--- src/rtl/mbrc_pkg.sv ---
// Shared types, constants and the CRC-16 byte fold for the Modbus RTU reply checker.
// No dependencies; every other file of the block but mbrc_channels imports this package.
`timescale 1ns / 1ps

package mbrc_pkg;

  localparam int unsigned REG_COUNT_DEF = 7;   // registers in one reply
  localparam int unsigned OUT_REGS      = 7;   // registers shown on the result word
  localparam int unsigned CFG_W         = 16;  // widest configuration register
  localparam int unsigned CFG_IDX_W     = 2;

  localparam logic [15:0] CRC_INIT = 16'hFFFF;
  localparam logic [15:0] CRC_POLY = 16'hA001;

  localparam logic [7:0]  SLAVE_ADDR_RST = 8'd2;
  localparam logic [7:0]  FUNC_CODE_RST  = 8'd3;
  localparam logic [15:0] TIMEOUT_RST    = 16'd500;

  // configuration register indexes
  localparam logic [CFG_IDX_W-1:0] CFG_SLAVE_ADDR = 2'd0;
  localparam logic [CFG_IDX_W-1:0] CFG_FUNC_CODE  = 2'd1;
  localparam logic [CFG_IDX_W-1:0] CFG_TIMEOUT    = 2'd2;

  typedef enum logic [1:0] {
    OP_START = 2'd0,
    OP_BYTE  = 2'd1,
    OP_TICK  = 2'd2
  } op_e;

  typedef enum logic [2:0] {
    ST_OK      = 3'd0,
    ST_CRC     = 3'd1,
    ST_HEADER  = 3'd2,
    ST_TIMEOUT = 3'd3,
    ST_SHORT   = 3'd4
  } status_e;

  typedef struct packed {
    logic [1:0] op;
    logic [7:0] rx_byte;
  } mbrc_item_t;

  typedef struct packed {
    logic [7:0]  slave_address;
    logic [7:0]  function_code;
    logic [15:0] timeout_ticks;
  } mbrc_cfg_t;

  typedef struct packed {
    status_e                    status;
    logic [4:0]                 byte_count;
    logic                       values_valid;
    logic [OUT_REGS-1:0][15:0]  regs;
  } mbrc_result_t;

  // Fold one byte into a reflected CRC-16, eight shift/xor steps.
  function automatic logic [15:0] crc_fold(input logic [15:0] crc, input logic [7:0] b);
    logic [15:0] c;
    c = crc ^ {8'h00, b};
    for (int k = 0; k < 8; k++) begin
      if (c[0]) begin
        c = (c >> 1) ^ CRC_POLY;
      end else begin
        c = c >> 1;
      end
    end
    return c;
  endfunction

endpackage

--- src/rtl/mbrc_channels.sv ---
// Valid/ready channel interfaces for the reply checker: request words in, result words out.
// Depends on nothing; payload fields are plain vectors.
`timescale 1ns / 1ps

interface mbrc_req_if;
  logic       valid;
  logic       ready;
  logic [1:0] operation;
  logic [7:0] rx_byte;

  modport source (output valid, output operation, output rx_byte, input ready);
  modport sink   (input valid, input operation, input rx_byte, output ready);
endinterface

interface mbrc_rsp_if;
  logic               valid;
  logic               ready;
  logic [2:0]         status;
  logic [4:0]         byte_count;
  logic               values_valid;
  logic signed [15:0] humidity_raw;
  logic signed [15:0] temperature_raw;
  logic [15:0]        conductivity;
  logic [15:0]        ph_raw;
  logic [15:0]        nitrogen;
  logic [15:0]        phosphorus;
  logic [15:0]        potassium;

  modport source (output valid, output status, output byte_count, output values_valid,
                  output humidity_raw, output temperature_raw, output conductivity,
                  output ph_raw, output nitrogen, output phosphorus, output potassium,
                  input ready);
  modport sink   (input valid, input status, input byte_count, input values_valid,
                  input humidity_raw, input temperature_raw, input conductivity,
                  input ph_raw, input nitrogen, input phosphorus, input potassium,
                  output ready);
endinterface

--- src/rtl/mbrc_in_stage.sv ---
// Input register of the reply checker: captures one request word per cycle while it is empty or its held word moves on.
// Depends on mbrc_pkg.
`timescale 1ns / 1ps

module mbrc_in_stage import mbrc_pkg::*; (
  input  logic       clk_i,
  input  logic       rst_ni,
  input  logic       valid_i,
  input  mbrc_item_t item_i,
  input  logic       adv_i,
  output logic       ready_o,
  output logic       valid_o,
  output mbrc_item_t item_o
);

  logic       valid_q;
  mbrc_item_t item_q;

  // empty, or the held word moves on this cycle
  assign ready_o = !valid_q || adv_i;
  assign valid_o = valid_q;
  assign item_o  = item_q;

  always_ff @(posedge clk_i or negedge rst_ni) begin
    if (!rst_ni) begin
      valid_q <= 1'b0;
    end else if (ready_o) begin
      valid_q <= valid_i;
    end
  end

  always_ff @(posedge clk_i) begin
    if (ready_o && valid_i) begin
      item_q <= item_i;
    end
  end

endmodule

--- src/rtl/mbrc_frame_core.sv ---
// Frame state of the reply checker: CRC fold, header check, register capture, verdict.
// Depends on mbrc_pkg; one word is handled per cycle when fire_i is high.
`timescale 1ns / 1ps

module mbrc_frame_core import mbrc_pkg::*; #(
  parameter int unsigned REG_COUNT = REG_COUNT_DEF
) (
  input  logic         clk_i,
  input  logic         rst_ni,
  input  logic         fire_i,
  input  mbrc_item_t   item_i,
  input  mbrc_cfg_t    cfg_i,
  output logic         emit_o,
  output mbrc_result_t result_o
);

  localparam int unsigned FRAME_LEN = 5 + 2 * REG_COUNT;
  localparam int unsigned SEEN_W    = $clog2(FRAME_LEN + 1);
  localparam int unsigned KEEP      = (REG_COUNT < OUT_REGS) ? REG_COUNT : OUT_REGS;
  localparam logic [SEEN_W-1:0] LAST_DATA = SEEN_W'(FRAME_LEN - 2);
  localparam logic [7:0]        BYTE_CNT  = 8'((2 * REG_COUNT) % 256);

  logic              active_q, active_d;
  logic [SEEN_W-1:0] seen_q, seen_d;
  logic [15:0]       crc_q, crc_d;
  logic              hdr_q, hdr_d;
  logic [15:0]       sil_q, sil_d;
  logic [15:0]       sil_inc;
  logic [7:0]        crc_lo_q, crc_lo_d;
  logic [15:0]       pend_q [KEEP];
  logic [15:0]       pend_d [KEEP];
  logic [15:0]       good_q [KEEP];
  logic [15:0]       good_d [KEEP];
  logic              good_seen_q, good_seen_d;
  logic [SEEN_W-1:0] off;
  logic [SEEN_W-1:0] reg_num;
  status_e           status;
  logic [7:0]        b;
  logic [OUT_REGS-1:0][15:0] reg_view;

  assign b       = item_i.rx_byte;
  assign off     = seen_q - SEEN_W'(3);
  assign reg_num = off >> 1;
  assign sil_inc = (sil_q == 16'hFFFF) ? sil_q : sil_q + 16'd1;

  always_comb begin
    active_d    = active_q;
    seen_d      = seen_q;
    crc_d       = crc_q;
    hdr_d       = hdr_q;
    sil_d       = sil_q;
    crc_lo_d    = crc_lo_q;
    pend_d      = pend_q;
    good_d      = good_q;
    good_seen_d = good_seen_q;
    emit_o      = 1'b0;
    status      = ST_OK;
    if (fire_i) begin
      unique case (item_i.op)
        OP_START: begin
          active_d = 1'b1;
          seen_d   = '0;
          crc_d    = CRC_INIT;
          hdr_d    = 1'b1;
          sil_d    = '0;
          crc_lo_d = '0;
        end
        OP_BYTE: begin
          if (active_q) begin
            sil_d  = '0;
            seen_d = seen_q + SEEN_W'(1);
            if (seen_q < LAST_DATA) begin
              crc_d = crc_fold(crc_q, b);
              if (seen_q == SEEN_W'(0) && b != cfg_i.slave_address) hdr_d = 1'b0;
              if (seen_q == SEEN_W'(1) && b != cfg_i.function_code) hdr_d = 1'b0;
              if (seen_q == SEEN_W'(2) && b != BYTE_CNT)            hdr_d = 1'b0;
              if (seen_q >= SEEN_W'(3)) begin
                for (int k = 0; k < KEEP; k++) begin
                  if (reg_num == SEEN_W'(k)) begin
                    if (!off[0]) begin
                      pend_d[k][15:8] = b;
                    end else begin
                      pend_d[k][7:0] = b;
                    end
                  end
                end
              end
            end else if (seen_q == LAST_DATA) begin
              crc_lo_d = b;
            end else begin
              // last byte: judge the frame
              active_d = 1'b0;
              emit_o   = 1'b1;
              if (!hdr_q) begin
                status = ST_HEADER;
              end else if ({b, crc_lo_q} != crc_q) begin
                status = ST_CRC;
              end else begin
                status      = ST_OK;
                good_d      = pend_q;
                good_seen_d = 1'b1;
              end
            end
          end
        end
        OP_TICK: begin
          if (active_q) begin
            sil_d = sil_inc;
            if (sil_inc >= cfg_i.timeout_ticks) begin
              active_d = 1'b0;
              emit_o   = 1'b1;
              status   = (seen_q == '0) ? ST_TIMEOUT : ST_SHORT;
            end
          end
        end
        default: ;
      endcase
    end
  end

  // registers beyond the frame read as zero
  for (genvar g = 0; g < OUT_REGS; g++) begin : g_view
    if (g < KEEP) begin : g_kept
      assign reg_view[g] = good_d[g];
    end else begin : g_zero
      assign reg_view[g] = '0;
    end
  end

  always_comb begin
    result_o.status       = status;
    result_o.byte_count   = 5'(seen_d);
    result_o.values_valid = good_seen_d;
    result_o.regs         = reg_view;
  end

  always_ff @(posedge clk_i or negedge rst_ni) begin
    if (!rst_ni) begin
      active_q    <= 1'b0;
      seen_q      <= '0;
      crc_q       <= CRC_INIT;
      hdr_q       <= 1'b0;
      sil_q       <= '0;
      crc_lo_q    <= '0;
      good_seen_q <= 1'b0;
      for (int k = 0; k < KEEP; k++) good_q[k] <= '0;
    end else begin
      active_q    <= active_d;
      seen_q      <= seen_d;
      crc_q       <= crc_d;
      hdr_q       <= hdr_d;
      sil_q       <= sil_d;
      crc_lo_q    <= crc_lo_d;
      good_seen_q <= good_seen_d;
      good_q      <= good_d;
    end
  end

  // capture buffer is fully rewritten by any frame that passes
  always_ff @(posedge clk_i) begin
    pend_q <= pend_d;
  end

endmodule

--- src/rtl/mbrc_out_stage.sv ---
// Result register of the reply checker: holds one result word until it is taken.
// Depends on mbrc_pkg.
`timescale 1ns / 1ps

module mbrc_out_stage import mbrc_pkg::*; (
  input  logic         clk_i,
  input  logic         rst_ni,
  input  logic         fire_i,
  input  logic         emit_i,
  input  mbrc_result_t result_i,
  input  logic         ready_i,
  output logic         valid_o,
  output mbrc_result_t result_o,
  output logic         adv_o
);

  logic         valid_q;
  mbrc_result_t result_q;

  // empty, or the held word leaves this cycle
  assign adv_o    = !valid_q || ready_i;
  assign valid_o  = valid_q;
  assign result_o = result_q;

  always_ff @(posedge clk_i or negedge rst_ni) begin
    if (!rst_ni) begin
      valid_q <= 1'b0;
    end else if (adv_o) begin
      valid_q <= fire_i && emit_i;
    end
  end

  always_ff @(posedge clk_i) begin
    if (fire_i && emit_i) begin
      result_q <= result_i;
    end
  end

endmodule

--- src/rtl/modbus_rtu_response_checker_unit.sv ---
// Top level of the Modbus RTU read-registers reply checker.
// Depends on mbrc_pkg, mbrc_channels, mbrc_in_stage, mbrc_frame_core, mbrc_out_stage.
`timescale 1ns / 1ps

// The checker takes one request word per cycle while the result register has room:
// start a frame, one received byte, or one millisecond tick. A result word passes two
// registers, the input register and then the result register fed by the frame logic;
// the CRC byte fold between the two registers is combinational. A started frame expects
// 5 + 2*REG_COUNT bytes (address, function code, byte count, register data big-endian,
// CRC low, CRC high). The last byte yields one result: bad header ahead of CRC mismatch,
// else ok, which latches the register values. Ticks count silence since the last byte;
// reaching timeout_ticks ends the frame with a timeout (no bytes yet) or short-frame
// result. Bytes and ticks outside a frame produce nothing; a start during a frame drops
// it silently. Write configuration only while idle.

module modbus_rtu_response_checker_unit import mbrc_pkg::*; #(
  parameter int unsigned REG_COUNT = REG_COUNT_DEF
) (
  input  logic                 clk_i,
  input  logic                 rst_ni,
  input  logic                 cfg_we_i,
  input  logic [CFG_IDX_W-1:0] cfg_idx_i,
  input  logic [CFG_W-1:0]     cfg_wdata_i,
  mbrc_req_if.sink             req_i,
  mbrc_rsp_if.source           rsp_o
);

  mbrc_cfg_t    cfg_q;
  mbrc_item_t   in_item;
  mbrc_item_t   s1_item;
  logic         s1_valid;
  logic         adv;
  logic         fire;
  logic         emit;
  mbrc_result_t core_res;
  mbrc_result_t out_res;

  // Configuration registers; writes beyond the register list are dropped.
  always_ff @(posedge clk_i or negedge rst_ni) begin
    if (!rst_ni) begin
      cfg_q.slave_address <= SLAVE_ADDR_RST;
      cfg_q.function_code <= FUNC_CODE_RST;
      cfg_q.timeout_ticks <= TIMEOUT_RST;
    end else if (cfg_we_i) begin
      unique case (cfg_idx_i)
        CFG_SLAVE_ADDR: cfg_q.slave_address <= cfg_wdata_i[7:0];
        CFG_FUNC_CODE:  cfg_q.function_code <= cfg_wdata_i[7:0];
        CFG_TIMEOUT:    cfg_q.timeout_ticks <= cfg_wdata_i[15:0];
        default: ;
      endcase
    end
  end

  assign in_item.op      = req_i.operation;
  assign in_item.rx_byte = req_i.rx_byte;

  // Hold the accepted word until the frame logic can take it.
  mbrc_in_stage u_in (
    .clk_i   (clk_i),
    .rst_ni  (rst_ni),
    .valid_i (req_i.valid),
    .item_i  (in_item),
    .adv_i   (adv),
    .ready_o (req_i.ready),
    .valid_o (s1_valid),
    .item_o  (s1_item)
  );

  // Advance the frame state whenever the result register has room.
  assign fire = s1_valid && adv;

  mbrc_frame_core #(.REG_COUNT(REG_COUNT)) u_core (
    .clk_i    (clk_i),
    .rst_ni   (rst_ni),
    .fire_i   (fire),
    .item_i   (s1_item),
    .cfg_i    (cfg_q),
    .emit_o   (emit),
    .result_o (core_res)
  );

  mbrc_out_stage u_out (
    .clk_i    (clk_i),
    .rst_ni   (rst_ni),
    .fire_i   (fire),
    .emit_i   (emit),
    .result_i (core_res),
    .ready_i  (rsp_o.ready),
    .valid_o  (rsp_o.valid),
    .result_o (out_res),
    .adv_o    (adv)
  );

  // Unpack the result word onto the channel fields.
  assign rsp_o.status          = out_res.status;
  assign rsp_o.byte_count      = out_res.byte_count;
  assign rsp_o.values_valid    = out_res.values_valid;
  assign rsp_o.humidity_raw    = signed'(out_res.regs[0]);
  assign rsp_o.temperature_raw = signed'(out_res.regs[1]);
  assign rsp_o.conductivity    = out_res.regs[2];
  assign rsp_o.ph_raw          = out_res.regs[3];
  assign rsp_o.nitrogen        = out_res.regs[4];
  assign rsp_o.phosphorus      = out_res.regs[5];
  assign rsp_o.potassium       = out_res.regs[6];

endmodule

--- src/flat_wrapper.sv ---
// flat-port wrapper written by rule: the top's interface ports become plain ports
module modbus_rtu_response_checker_unit_flat import mbrc_pkg::*;
#(
  parameter int unsigned REG_COUNT = REG_COUNT_DEF
)
  (clk_i, rst_ni, cfg_we_i, cfg_idx_i, cfg_wdata_i, req_i_valid, req_i_operation, req_i_rx_byte, req_i_ready, rsp_o_valid, rsp_o_status, rsp_o_byte_count, rsp_o_values_valid, rsp_o_humidity_raw, rsp_o_temperature_raw, rsp_o_conductivity, rsp_o_ph_raw, rsp_o_nitrogen, rsp_o_phosphorus, rsp_o_potassium, rsp_o_ready);
  mbrc_req_if req_i_i ();
  mbrc_rsp_if rsp_o_i ();
  input  logic clk_i;
  input  logic rst_ni;
  input  logic cfg_we_i;
  input  logic [CFG_IDX_W-1:0] cfg_idx_i;
  input  logic [CFG_W-1:0] cfg_wdata_i;
  input wire logic [$bits(req_i_i.valid)-1:0] req_i_valid;
  input wire logic [$bits(req_i_i.operation)-1:0] req_i_operation;
  input wire logic [$bits(req_i_i.rx_byte)-1:0] req_i_rx_byte;
  output wire logic [$bits(req_i_i.ready)-1:0] req_i_ready;
  output wire logic [$bits(rsp_o_i.valid)-1:0] rsp_o_valid;
  output wire logic [$bits(rsp_o_i.status)-1:0] rsp_o_status;
  output wire logic [$bits(rsp_o_i.byte_count)-1:0] rsp_o_byte_count;
  output wire logic [$bits(rsp_o_i.values_valid)-1:0] rsp_o_values_valid;
  output wire logic [$bits(rsp_o_i.humidity_raw)-1:0] rsp_o_humidity_raw;
  output wire logic [$bits(rsp_o_i.temperature_raw)-1:0] rsp_o_temperature_raw;
  output wire logic [$bits(rsp_o_i.conductivity)-1:0] rsp_o_conductivity;
  output wire logic [$bits(rsp_o_i.ph_raw)-1:0] rsp_o_ph_raw;
  output wire logic [$bits(rsp_o_i.nitrogen)-1:0] rsp_o_nitrogen;
  output wire logic [$bits(rsp_o_i.phosphorus)-1:0] rsp_o_phosphorus;
  output wire logic [$bits(rsp_o_i.potassium)-1:0] rsp_o_potassium;
  input wire logic [$bits(rsp_o_i.ready)-1:0] rsp_o_ready;
  assign req_i_i.valid = req_i_valid;
  assign req_i_i.operation = req_i_operation;
  assign req_i_i.rx_byte = req_i_rx_byte;
  assign req_i_ready = req_i_i.ready;
  assign rsp_o_valid = rsp_o_i.valid;
  assign rsp_o_status = rsp_o_i.status;
  assign rsp_o_byte_count = rsp_o_i.byte_count;
  assign rsp_o_values_valid = rsp_o_i.values_valid;
  assign rsp_o_humidity_raw = rsp_o_i.humidity_raw;
  assign rsp_o_temperature_raw = rsp_o_i.temperature_raw;
  assign rsp_o_conductivity = rsp_o_i.conductivity;
  assign rsp_o_ph_raw = rsp_o_i.ph_raw;
  assign rsp_o_nitrogen = rsp_o_i.nitrogen;
  assign rsp_o_phosphorus = rsp_o_i.phosphorus;
  assign rsp_o_potassium = rsp_o_i.potassium;
  assign rsp_o_i.ready = rsp_o_ready;
  modbus_rtu_response_checker_unit #(.REG_COUNT(REG_COUNT)) u_core (.clk_i(clk_i), .rst_ni(rst_ni), .cfg_we_i(cfg_we_i), .cfg_idx_i(cfg_idx_i), .cfg_wdata_i(cfg_wdata_i), .req_i(req_i_i), .rsp_o(rsp_o_i));
endmodule
--- config.mk ---
export PLATFORM = sky130hd
export DESIGN_NAME = modbus_rtu_response_checker_unit_flat
export DESIGN_NICKNAME = d
export VERILOG_FILES = /design/src/rtl/mbrc_pkg.sv /design/src/rtl/mbrc_channels.sv /design/src/rtl/mbrc_in_stage.sv /design/src/rtl/mbrc_frame_core.sv /design/src/rtl/mbrc_out_stage.sv /design/src/rtl/modbus_rtu_response_checker_unit.sv /design/src/flat_wrapper.sv
export SDC_FILE = /design/constraint.sdc
export NUM_CORES = 1
export LEC_CHECK = 0
export BUFFER_PORTS_ARGS = -buffer_cell sky130_fd_sc_hd__buf_2
export CORE_AREA = 2 2 196 198
export DETAILED_ROUTE_END_ITERATION = 10
export DIE_AREA = 0 0 198 200
export PLACE_DENSITY = 0.73
export SLEW_MARGIN = 10
export SYNTH_ARGS = -nofsm -noshare
export SYNTH_HDL_FRONTEND = slang
export SYNTH_SLANG_ARGS = --single-unit
--- constraint.sdc ---
create_clock -name clk_i -period 17.6 [get_ports clk_i]
set_input_delay 2.64 -clock clk_i [delete_from_list [all_inputs] [get_ports clk_i]]
set_output_delay 2.64 -clock clk_i [all_outputs]
set_load 0.01 [all_outputs]
==> out/qor.yml, run 1 <==
run_status:
  status: "completed"
setup_path:
  arrival_ns: 3.18
  criticalPathCategory: "input port to primary output"
  max_stage_delay_ns: 0.16
  worstPathCellList: "buf_2, nor2b_1, nand2_1, buf_2"
  crit_cells: 4
  cp-start-kind: "input port"
  crit_top_cell: "buf_2"
  worstRegToRegCells: 14
  cp_top_family: "buffers and inverters"
  r2r_setup_slack_ns: 12.53
  r2r-end: "u_core.u_out.result_o[47]$_DFFE_PP_"
  cp.required_ns: 14.96
  crit_buf_inv: 2
  cp-startpoint: "rsp_o_ready"
  r2r-start: "u_core.u_core.sil_q[6]$_DFFE_PN0P_"
  cp_slowest_cell: "buf_2"
  endpoint_kind: "primary output"
  crit_fanout: 3
synthesis:
  synth_flop_cell: "edfxtp_1"
  avgSynthCellArea_um2: 16.4
  synth_cell_types: 59
  synth_edf_count: 243
  synth-seq-cells: 437
  synth-seq-area-share_pct: 73.3
  synth.net_count: 1074
  syn-instance-count: 1014
  async_flop_share_pct: 44.4
  netlist_area_um2: 16600
  ys.warnings.count: 0
cts:
  cts_sinks: 437
  numCtsBuffers: 44
  post_cts_buffers: 0
  clk_latency_ns: 0.57
  cts_tree: "yes"
  path_clk_slew_ns: 0.06
  cts_root_buf: "clkbuf_16"
  clockBufferDepth: 3
  h-tree-depth: 2
  cts_resized: 0
  hold_buffers: 0
timing:
  max_freq_mhz: 172
  clock_skew_ns: 0.0210
  finalSetupTns_ns: 0
  hold_viol: 0
  slew-limit-headroom_pct: 34.3
  setup_slack_ns: 11.78
  setup_viol: 0
  rsz0062_at_grt: "no"
  worstMarginPinSlew_ns: 0.985
  drv_slew: 0
  timing.final.crit_share_pct: 33.0
  fin_crit_ns: 5.82
global_route:
  gr-usage-met3_pct: 3.09
  grt_max_degree: 82
  grt_pass1_wl_um: 51600
  grt_use_met1_pct: 24.4
  gr-total-overflow: 0
  grt_pass1_vias: 8896
  busiest_layer: "met2"
  grt_use_met2_pct: 27.6
  antenna_found_initial: 0
  grt_use_total_pct: 17.2
worst_hold_path:
  hp-class: "register to register"
  min_to: "u_core.u_core.good_seen_q$_DFF_PN0_"
  whs_path_depth: 1
  worstHoldStart: "u_core.u_core.good_seen_q$_DFF_PN0_"
power:
  p_leak_uw: 0.00808
  peakVddDrop_uv: 98.9
  power_density_nw_per_um2: 120
floorplan:
  die_y_um: 200
  core-area_um2: 37400
  dieArea_um2: 39600
  die_w_um: 198
  placementRows: 71
  boundaryPins: 156
  start_util_pct: 44.4
layout:
  seq_area_um2: 12200
  insertedDiodeCount: 0
  nFillCells: 3040
  drive_above_1_share_pct: 33.9
  final_cell_area_um2: 19500
  area_delta_synth_final_pct: 17.2
  finalNetCount: 1255
  multi_input_area_um2: 4160
placed_design:
  io_buffers: 155
  post-place-ws_ns: 11.74
  place.gp.congestion: 0.875
  dpl_cell_area_um2: 18000
  hpwl_um: 21200
run:
  maxCapViolCount: 0
drt:
  drtIter0Drc: 608
  drcViolationCount: 0
  viasPerCell: 5.12
  via_count: 8910
  drtAntennaViolNets: 0
  post_drt_wl_per_cell_um: 19.3
  wl_um: 33600
  drtPass1Iterations: 4
per-stage QoR:
| step | instances | hold slack [ns] | util, % | power (uW) |
|---|---|---|---|---|
| global placement | 1660 | 0.438 | 48.1 | 1410 |
| CTS | 1741 | 0.468 | 52.0 | 2360 |
| floorplan | 1014 | 0.424 | - | 1350 |
| detailed placement | 1660 | 0.453 | 48.1 | 1410 |
| global route | 1741 | 0.471 | 52.0 | 2430 |
| finish | 1741 | 0.465 | 52.0 | 2340 |
how the worst max path moves through the flow:
| stage | slack [ns] | to |
|---|---|---|
| floorplan | 8.32 | u_core.u_out.result_o[0]$_DFFE_PP_ |
| global placement | 11.79 | u_core.u_out.result_o[45]$_DFFE_PP_ |
| detailed placement | 11.74 | u_core.u_out.result_o[44]$_DFFE_PP_ |
| CTS | 11.78 | req_i_ready |
| global route | 11.75 | req_i_ready |
| finish | 11.78 | req_i_ready |
registers in the layout, summed over array words and instances (netlist names):
signal                     cells
u_core.u_core.crc_q           16
u_core.u_core.sil_q           16
u_core.u_core.good_seen_q      1
u_core.u_core.good_q         112
u_core.u_core.seen_q           5
u_core.u_core.hdr_q            1
u_core.u_core.crc_lo_q         8
u_core.u_out.result_o        121
u_core.u_in.item_o            10
u_core.u_in.valid_o            1
u_core.cfg_q                  32
u_core.u_core.active_q         1
u_core.u_out.valid_o           1
u_core.u_core.pend_q         112
area by class of cell:
type                    count  share of cell area (%)
flip-flops and latches    437                    62.6
multi-input cells         513                    21.4
clock buffers              58                    6.13
repair buffers            170                    4.61
well taps                 511                    3.28
clock inverters            23                    1.46
inverters                  29                   0.559
where the power goes:
part / total (uW) / switching [uW] / internal [uW]
logic: 224 / 121 / 103
registers: 1170 / 35.2 / 1130
clock network: 951 / 383 / 568
cell usage after synthesis, types with 2 or more instances:
cell type / number / area share (%)
edfxtp_1: 243 / 44
dfrtp_1: 169 / 25
mux2_2: 145 / 9.8
nand2_1: 50 / 1.1
xor2_1: 39 / 2.1
nor2_1: 37 / 0.84
inv_1: 28 / 0.63
ha_1: 27 / 2.0
o21ai_0: 27 / 0.81
xnor2_1: 26 / 1.4
dfstp_2: 25 / 4.0
a21oi_1: 20 / 0.60
buf_2: 20 / 0.60
nand3_1: 14 / 0.42
clkbuf_1: 12 / 0.27
nor4_1: 10 / 0.38
nand4_1: 9 / 0.34
o22a_1: 9 / 0.47
a221o_1: 8 / 0.48
a22o_1: 8 / 0.42
nand2b_1: 7 / 0.26
a21o_1: 6 / 0.27
and2_1: 5 / 0.19
and3_1: 5 / 0.19
nor3b_1: 5 / 0.23
nor2b_1: 4 / 0.15
o31ai_1: 4 / 0.18
a211oi_1: 3 / 0.14
and4_1: 3 / 0.16
nor3_1: 3 / 0.090
o22ai_1: 3 / 0.11
or2_2: 3 / 0.11
or3_1: 3 / 0.11
a31oi_1: 2 / 0.075
and3_2: 2 / 0.090
buf_6: 2 / 0.14
nand3b_1: 2 / 0.090
o211ai_1: 2 / 0.090
o21a_1: 2 / 0.090
o41ai_1: 2 / 0.11
or4_1: 2 / 0.090
metal layers:
metal,wire [um],vias to the layer above
li1,-,4077
met1,15500,4537
met2,15900,252
met3,1710,44
met4,550,0
met5,0,-
kinds of logic after synthesis:
kind of cell	after synthesis	share of synthesized area, %
AO/OA/AOI/OAI	104	4.25
XOR/XNOR	66	3.56
adder cells (fa/ha/maj)	27	2.03
buffers and inverters	64	1.69
flip-flops	437	73.3
multiplexers	146	9.89
AND/OR/NAND/NOR	170	5.23
cells in the final DEF (no fill, tap or decap), types with 8 or more instances in the layout:
cell type  instances
o21ai_0           27
dfstp_2           25
xor2_1            39
a21oi_1           20
a221o_1            8
edfxtp_1         243
buf_2            154
a22o_1             8
ha_1              27
mux2_2           145
nor4_1            10
o22a_1             9
buf_4             15
inv_1             28
xnor2_1           26
clkbuf_16         44
nand3_1           14
nor2_1            36
dfrtp_1          169
clkbuf_1          10
nand2_1           50
nand4_1            9
No activity file was read; power rests on OpenSTA's default activity.
==> run 2, diff against run 1 <==
==> constraint.sdc (replaced) <==
create_clock -name clk_i -period 6.1 [get_ports clk_i]
set_input_delay 0.915 -clock clk_i [delete_from_list [all_inputs] [get_ports clk_i]]
set_output_delay 0.915 -clock clk_i [all_outputs]
set_load 0.01 [all_outputs]
==> run 2 against run 1 <==
Critical endpoint is now u_core.u_out.result_o[62]$_DFFE_PP_. Clock skew is 0.0027 ns higher. Design area is essentially flat. Critical path type is now register to register. Die area unchanged. Routed wire length shrank 1.5%. First-iteration DRC count shrank 23%.
==> out/qor.yml, run 2 (synthesis gave the netlist of run 1 again) <==
floorplan:
  boundaryPins: 156  # unchanged
  start_util_pct: 44.4  # unchanged
  die_w_um: 198  # unchanged
  placementRows: 71  # unchanged
  die_y_um: 200  # unchanged
  core-area_um2: 37400  # unchanged
  dieArea_um2: 39600  # unchanged
drt:
  drtPass1Iterations: 5  # was 4
  wl_um: 33100  # was 33600 um
  drcViolationCount: 0  # unchanged
  post_drt_wl_per_cell_um: 19.0  # was 19.3 um
  via_count: 8859  # was 8910
  drtAntennaViolNets: 0  # unchanged
  drtIter0Drc: 470  # was 608
  viasPerCell: 5.09  # was 5.12
layout:
  final_cells: 1741  # unchanged
  largest_reg_flops: 121  # unchanged
  final_cell_area_um2: 19500  # about the same
  drive_above_1_share_pct: 34.6  # was 33.9%
  fin_util_pct: 52.0  # about the same
  insertedDiodeCount: 0  # unchanged
  layout_common_cells: "243 x edfxtp_1, 169 x dfrtp_1, 154 x buf_2"  # unchanged
  finalNetCount: 1254  # was 1255
  area_delta_synth_final_pct: 17.2  # about the same
  final_common_cell: "edfxtp_1"  # unchanged
global_route:
  antenna_found_initial: 0  # unchanged
  gr-total-overflow: 0  # unchanged
  grt_pass1_wl_um: 51500  # was 51600 um
  grt_use_total_pct: 17.2  # about the same
  grt_pass1_vias: 8869  # was 8896
  grt_max_degree: 114  # was 82
timing:
  slew-limit-headroom_pct: 32.4  # was 34.3%
  hold_viol: 0  # unchanged
  timing.final.crit_share_pct: 80.4
  clock_skew_ns: 0.0237  # was 0.0210 ns
  fin_crit_ns: 4.90
  drv_slew: 0  # unchanged
  finalSetupTns_ns: 0  # unchanged
  max_freq_mhz: 204
  rsz0062_at_grt: "no"  # unchanged
  worstMarginPinSlew_ns: 1.01  # was 0.985 ns
  setup_slack_ns: 1.20  # was 11.78 ns
  setup_viol: 0  # unchanged
placed_design:
  io_buffers: 155  # unchanged
  dpl_cell_area_um2: 18000  # about the same
  post-place-ws_ns: 1.15  # was 11.74 ns
  place_inst: 1659  # was 1660
  place.gp.congestion: 0.862  # was 0.875
  hpwl_um: 20400  # was 21200 um
setup_path:
  cp_top_family: "simple AND/OR/NAND/NOR gates"  # was buffers and inverters
  max_stage_delay_ns: 0.81  # was 0.16 ns
  cp_slowest_cell: "nor2_4"  # was buf_2
  criticalPathCategory: "register to register"  # was input port to primary output
  worstPathCellList: "nand4_2, or4_1, or2_4, nand3_1, xnor2_1, ha_1, a21o_1, a21o_1, a21oi_1, a21oi_1, a211oi_1, nor2_4, buf_4"  # was buf_2, nor2b_1, nand2_1, buf_2
  cp-start-kind: "register"  # was input port
  arrival_ns: 5.09  # was 3.18 ns
  crit_cells: 13  # was 4
  r2r-start: "u_core.u_core.sil_q[6]$_DFFE_PN0P_"  # unchanged
  r2r-end: "u_core.u_out.result_o[62]$_DFFE_PP_"  # was u_core.u_out.result_o[47]$_DFFE_PP_
  crit_fanout: 60  # was 3
  crit_buf_inv: 1  # was 2
  worstRegToRegCells: 13  # was 14
  cp.required_ns: 6.29  # was 14.96 ns
  r2r_setup_slack_ns: 1.20  # was 12.53 ns
  endpoint_kind: "register"  # was primary output
cts:
  clk_latency_ns: 0.56  # was 0.57 ns
  cts_tree: "yes"  # unchanged
  path_clk_slew_ns: 0.06  # about the same
  numCtsBuffers: 44  # unchanged
  post_cts_buffers: 0  # unchanged
  cts_sinks: 437  # unchanged
  hold_buffers: 0  # unchanged
  cts_root_buf: "clkbuf_16"  # unchanged
  cts_resized: 0  # unchanged
  h-tree-depth: 2  # unchanged
  clockBufferDepth: 3  # unchanged
worst_hold_path:
  hp-class: "input port to async pin"  # was register to register
power:
  p_leak_uw: 0.00807  # was 0.00808 uW
  power_density_nw_per_um2: 345  # was 120 nW/um^2
  peakVddDrop_uv: 220  # was 98.9 uV
run:
  maxCapViolCount: 0  # unchanged
run_status:
  status: "completed"  # unchanged
-- run 2: final cells by class --
class                      instances  area, um^2
multi-input combinational        513        4160
timing repair buffer             169         902
fill                            3050       17900
sequential                       437       12200
clock inverter                    29         272
inverter                          29         109
clock buffer                      53        1200
tap                              511         639
-- run 2: worst max path at each step --
stage	from	endpoint
6_report	u_core.u_core.sil_q[6]$_DFFE_PN0P_	u_core.u_out.result_o[62]$_DFFE_PP_
5_1_grt	u_core.u_core.sil_q[6]$_DFFE_PN0P_	u_core.u_out.result_o[56]$_DFFE_PP_
4_1_cts	u_core.u_core.sil_q[6]$_DFFE_PN0P_	u_core.u_out.result_o[35]$_DFFE_PP_
3_5_place_dp	u_core.u_core.sil_q[6]$_DFFE_PN0P_	u_core.u_out.result_o[53]$_DFFE_PP_
3_3_place_gp	u_core.u_core.sil_q[6]$_DFFE_PN0P_	u_core.u_out.result_o[52]$_DFFE_PP_
2_1_floorplan	u_core.u_core.sil_q[6]$_DFFE_PN0P_	u_core.u_out.result_o[0]$_DFFE_PP_
-- run 2: layer usage --
metal | vias to the layer above | wire, um | GRT usage (%)
met5 | - | 0 | 0
met1 | 4502 | 15000 | 23.7
met4 | 0 | 590 | 5.29
met2 | 234 | 15900 | 27.9
li1 | 4084 | - | -
met3 | 39 | 1560 | 3.19
-- run 2: report_power, final --
group,internal (uW),total (uW),leakage (uW),switching [uW]
logic,297,639,0.00253,342
clock network,1580,2700,0.000715,1120
registers,3270,3380,0.00482,103
-- run 2: through the flow --
| stage | total power [uW] | hold WS [ns] |
|---|---|---|
| 2_1_floorplan | 3880 | 0.424 |
| 3_3_place_gp | 4060 | 0.438 |
| 3_5_place_dp | 4070 | 0.441 |
| 4_1_cts | 6770 | 0.400 |
| 5_1_grt | 6970 | 0.440 |
| 6_report | 6720 | 0.398 |
-- run 2: worst register-to-register path, delay by kind of cell, from the launching register on --
family	cells	cell delay (ns)
compound gates	5	0.74
xor+xnor	1	0.09
fa+ha+maj	1	0.30
flops	1	0.46
simple gates	5	2.19
buf+inv	1	0.75
==> run 3, diff against run 2 <==
--- a/config.mk
+++ b/config.mk
@@ -5,11 +5,12 @@
 export SDC_FILE = /design/constraint.sdc
 export NUM_CORES = 1
 export LEC_CHECK = 0
+export ABC_AREA = 1
 export BUFFER_PORTS_ARGS = -buffer_cell sky130_fd_sc_hd__buf_2
-export CORE_AREA = 2 2 196 198
+export CORE_AREA = 2 2 199 201
 export DETAILED_ROUTE_END_ITERATION = 10
-export DIE_AREA = 0 0 198 200
-export PLACE_DENSITY = 0.73
+export DIE_AREA = 0 0 201 203
+export PLACE_DENSITY = 0.75
 export SLEW_MARGIN = 10
 export SYNTH_ARGS = -nofsm -noshare
 export SYNTH_HDL_FRONTEND = slang
==> constraint.sdc (replaced) <==
create_clock -name clk_i -period 3.95 [get_ports clk_i]
set_input_delay 0.5925 -clock clk_i [delete_from_list [all_inputs] [get_ports clk_i]]
set_output_delay 0.5925 -clock clk_i [all_outputs]
set_load 0.01 [all_outputs]
==> run 3 against run 2 <==
Core utilization is 0.68 points higher. Critical path depth is 9 higher. Largest cell class unchanged. Routed wire length is 9.7% higher. Die area is 3.0% higher. Combinational power hardly changed. Setup slack worse by 0.94 ns. First-iteration DRC count is 62% higher. Non-clock buffer count is 19 higher. Clock skew is 0.0010 ns higher.
==> out/qor.yml, run 3 <==
floorplan:
  core-area_um2: 38500  # was 37400 um^2
  die_y_um: 203  # was 200 um
  boundaryPins: 156  # unchanged
  die_w_um: 201  # was 198 um
  dieArea_um2: 40800  # was 39600 um^2
  placementRows: 72  # was 71
  start_util_pct: 44.5  # was 44.4%
power:
  power_density_nw_per_um2: 498  # was 345 nW/um^2
  p_comb_share_pct: 6.3  # was 9.5%
  p_leak_uw: 0.00945  # was 0.00807 uW
  clkPwrFrac_pct: 43.7  # was 40.2%
  p_switching_uw: 2290  # was 1570 uW
  peakVddDrop_uv: 353  # was 220 uV
  p_int_uw: 7820  # was 5150 uW
  total_power_uw: 10100  # was 6720 uW
  p_sw_share_pct: 22.7  # was 23.4%
  p_seq_share_pct: 50.0  # was 50.3%
synthesis:
  synth.net_count: 1489  # was 1074
  ys.warnings.count: 0  # unchanged
  avgSynthCellArea_um2: 12.0  # was 16.4 um^2
  synth-simple-area-share_pct: 10.8  # was 5.23%
  synth-seq-area-share_pct: 71.1  # was 73.3%
  synth_cell_types: 37  # was 59
  ys_top_cells_by_count: "297 x nand2_1, 243 x edfxtp_1, 227 x inv_1"  # was 243 x edfxtp_1, 169 x dfrtp_1, 145 x mux2_2
  syn-instance-count: 1429  # was 1014
  synth_mux_area_share_pct: 0  # was 9.89%
  synth_top_family_by_area: "simple AND/OR/NAND/NOR gates"  # was multiplexers
  synth-seq-cells: 437  # unchanged
  async_flop_share_pct: 44.4  # unchanged
  synth_xor_area_share_pct: 1.43  # was 3.56%
  synth.area.top_cells: "edfxtp_1 43%, dfrtp_1 25%, nand2_1 6.5%, inv_1 5.0%, dfstp_2 3.8%"  # was edfxtp_1 44%, dfrtp_1 25%, mux2_2 9.8%, dfstp_2 4.0%, xor2_1 2.1%
  synth_top_area_share_pct: 42.6  # was 43.9%
  synth-compound-area-share_pct: 7.89  # was 4.25%
  synthAdderAreaFrac_pct: 1.97  # was 2.03%
  synth_edf_count: 243  # unchanged
  synth.most_common_cell: "nand2_1"  # was edfxtp_1
  yosys.area.top_type: "edfxtp_1"  # unchanged
  synth_flop_cell: "edfxtp_1"  # unchanged
  netlist_area_um2: 17100  # was 16600 um^2
cts:
  hold_buffers: 0  # unchanged
  numCtsBuffers: 44  # unchanged
  h-tree-depth: 2  # unchanged
  clk_latency_ns: 0.58  # was 0.56 ns
  path_clk_slew_ns: 0.06  # about the same
  cts_tree: "yes"  # unchanged
  cts_sinks: 437  # unchanged
  clockBufferDepth: 3  # unchanged
  cts_root_buf: "clkbuf_16"  # unchanged
layout:
  final_common_cell: "nand2_1"  # was edfxtp_1
  final_cells: 2177  # was 1741
  nFillCells: 3248  # was 3050
  largest_reg_flops: 121  # unchanged
  area_delta_synth_final_pct: 18.4  # was 17.2%
  drive_above_1_share_pct: 21.7  # was 34.6%
  finalNetCount: 1683  # was 1254
  layout_common_cells: "295 x nand2_1, 243 x edfxtp_1, 226 x inv_1"  # was 243 x edfxtp_1, 169 x dfrtp_1, 154 x buf_2
  insertedDiodeCount: 0  # unchanged
drt:
  viasPerCell: 4.87  # was 5.09
  drtAntennaViolNets: 0  # unchanged
  wl_um: 36300  # was 33100 um
  via_count: 10600  # was 8859
  drtPass1Iterations: 5  # unchanged
  drcViolationCount: 0  # unchanged
  post_drt_wl_per_cell_um: 16.7  # was 19.0 um
  drtIter0Drc: 763  # was 470
setup_path:
  r2r_setup_slack_ns: 0.26  # was 1.20 ns
  r2r-end: "u_core.u_out.result_o[110]$_DFFE_PP_"  # was u_core.u_out.result_o[62]$_DFFE_PP_
  endpoint_kind: "register"  # unchanged
  r2r-start: "u_core.u_core.sil_q[2]$_DFFE_PN0P_"  # was u_core.u_core.sil_q[6]$_DFFE_PN0P_
  arrival_ns: 3.98  # was 5.09 ns
  worstRegToRegCells: 22  # was 13
  criticalPathCategory: "register to register"  # unchanged
  cp-start-kind: "register"  # unchanged
  crit_fanout: 14  # was 60
  cp.required_ns: 4.23  # was 6.29 ns
global_route:
  antenna_found_initial: 0  # unchanged
  grt_max_degree: 109  # was 114
  grt_pass1_vias: 10500  # was 8869
  gr-total-overflow: 0  # unchanged
  grt_use_total_pct: 17.6  # was 17.2%
  grt_pass1_wl_um: 56000  # was 51500 um
worst_hold_path:
  hp-class: "input port to async pin"  # unchanged
placed_design:
  place.gp.congestion: 0.898  # was 0.862
  place_inst: 2084  # was 1659
  io_buffers: 155  # unchanged
  hpwl_um: 23800  # was 20400 um
timing:
  drv_slew: 0  # unchanged
  fin_crit_ns: 3.69  # was 4.90 ns
  slew-limit-headroom_pct: 31.0  # was 32.4%
  timing.final.crit_share_pct: 93.5  # was 80.4%
  holdWs_ns: 0.0667  # was 0.398 ns
  max_freq_mhz: 271  # was 204 MHz
  worstMarginPinSlew_ns: 1.04  # was 1.01 ns
  clock_skew_ns: 0.0247  # was 0.0237 ns
  setup_viol: 0  # unchanged
  hold_viol: 0  # unchanged
run:
  maxCapViolCount: 0  # unchanged
run_status:
  status: "completed"  # unchanged
[run 3: through the flow]
stage / util [%] / instance area, um^2 / setup slack (ns) / TNS [ns]
after CTS: 52.2 / 20100 / 0.0258 / 0
after global routing: 52.7 / 20300 / -0.0347 / -1.27
final: 52.7 / 20300 / 0.255 / 0
after global placement: 48.1 / 18500 / 0.147 / 0
after floorplan: - / 17200 / -0.713 / -86.22
after detailed placement: 48.1 / 18500 / -0.0234 / -0.920
[run 3: worst max-delay path, cell delays in order (launching register included)]
cell and delay (ns):
dfrtp_2 0.40, nand3_1 0.13, nor3b_2 0.27, nand3_2 0.15, nor2_4 0.15, nand4_1 0.19, inv_1 0.10, nand3_1 0.06
o21ai_0 0.11, inv_1 0.08, ha_1 0.30, nand2_1 0.08, inv_1 0.05, nand3_1 0.10, nor3_2 0.24, nand3_1 0.12
nand3_2 0.13, nand2_1 0.09, o21ai_2 0.08, nand2_2 0.09, clkinvlp_4 0.11, buf_8 0.16, clkbuf_16 0.20
[run 3: per-layer routing]
metal  track usage [%]  part of all wire [%]  up-vias
met5                 0                     0        -
met2              29.4                    49      302
met4              7.75                   3.6        0
li1                  -                     -     5114
met3              3.27                   5.0       82
met1              22.6                    43     5095
[run 3: worst max-delay path by stage]
| stage | slack [ns] | cells after the start | endpoint | startpoint |
|---|---|---|---|---|
| floorplan | -0.71 | 21 | u_core.u_out.result_o[0]$_DFFE_PP_ | u_core.u_core.sil_q[1]$_DFFE_PN0P_ |
| global placement | 0.15 | 21 | u_core.u_out.result_o[56]$_DFFE_PP_ | u_core.u_core.sil_q[2]$_DFFE_PN0P_ |
| detailed placement | -0.02 | 21 | u_core.u_out.result_o[111]$_DFFE_PP_ | u_core.u_core.sil_q[2]$_DFFE_PN0P_ |
| CTS | 0.03 | 22 | u_core.u_out.result_o[117]$_DFFE_PP_ | u_core.u_core.sil_q[2]$_DFFE_PN0P_ |
| global route | -0.03 | 21 | u_core.u_out.result_o[54]$_DFFE_PP_ | u_core.u_core.sil_q[0]$_DFFE_PN0P_ |
| finish | 0.26 | 22 | u_core.u_out.result_o[110]$_DFFE_PP_ | u_core.u_core.sil_q[2]$_DFFE_PN0P_ |
[run 3: what timing repair did]
item | in CTS | in global routing
resized for setup | 0 | 14
pin swaps | 0 | 9
gates cloned | 0 | 4
setup endpoints to repair | 42 | 121
buffers inserted | 2 | 5
[run 3: area by class of cell]
class	instances	area [um^2]	area share [%]
Multi-Input combinational cell	719	3830	18.9
Clock buffer	56	1220	6.00
Sequential cell	437	12200	60.1
Inverter	233	878	4.33
Clock inverter	26	332	1.64
Timing Repair Buffer	188	1190	5.86
Tap cell	518	648	3.20
[run 3: cell families (layout without fill, tap and decap cells)]
kind of cell,count (synthesis),after routing
and+or+nand+nor,441,441
DFF,437,437
AOI/OAI and AO/OA,223,223
adders and majority gates,27,27
xor gates and xnor gates,28,28
buffers and inverters,273,503
[run 3: power by group through the flow]
stage               clock (uW)  combinational [uW]  sequential [uW]
floorplan                    0                 431             5110
global placement             0                 613             5140
detailed placement           0                 632             5140
CTS                       4490                 637             5050
global route              4670                 729             5060
finish                    4410                 639             5050
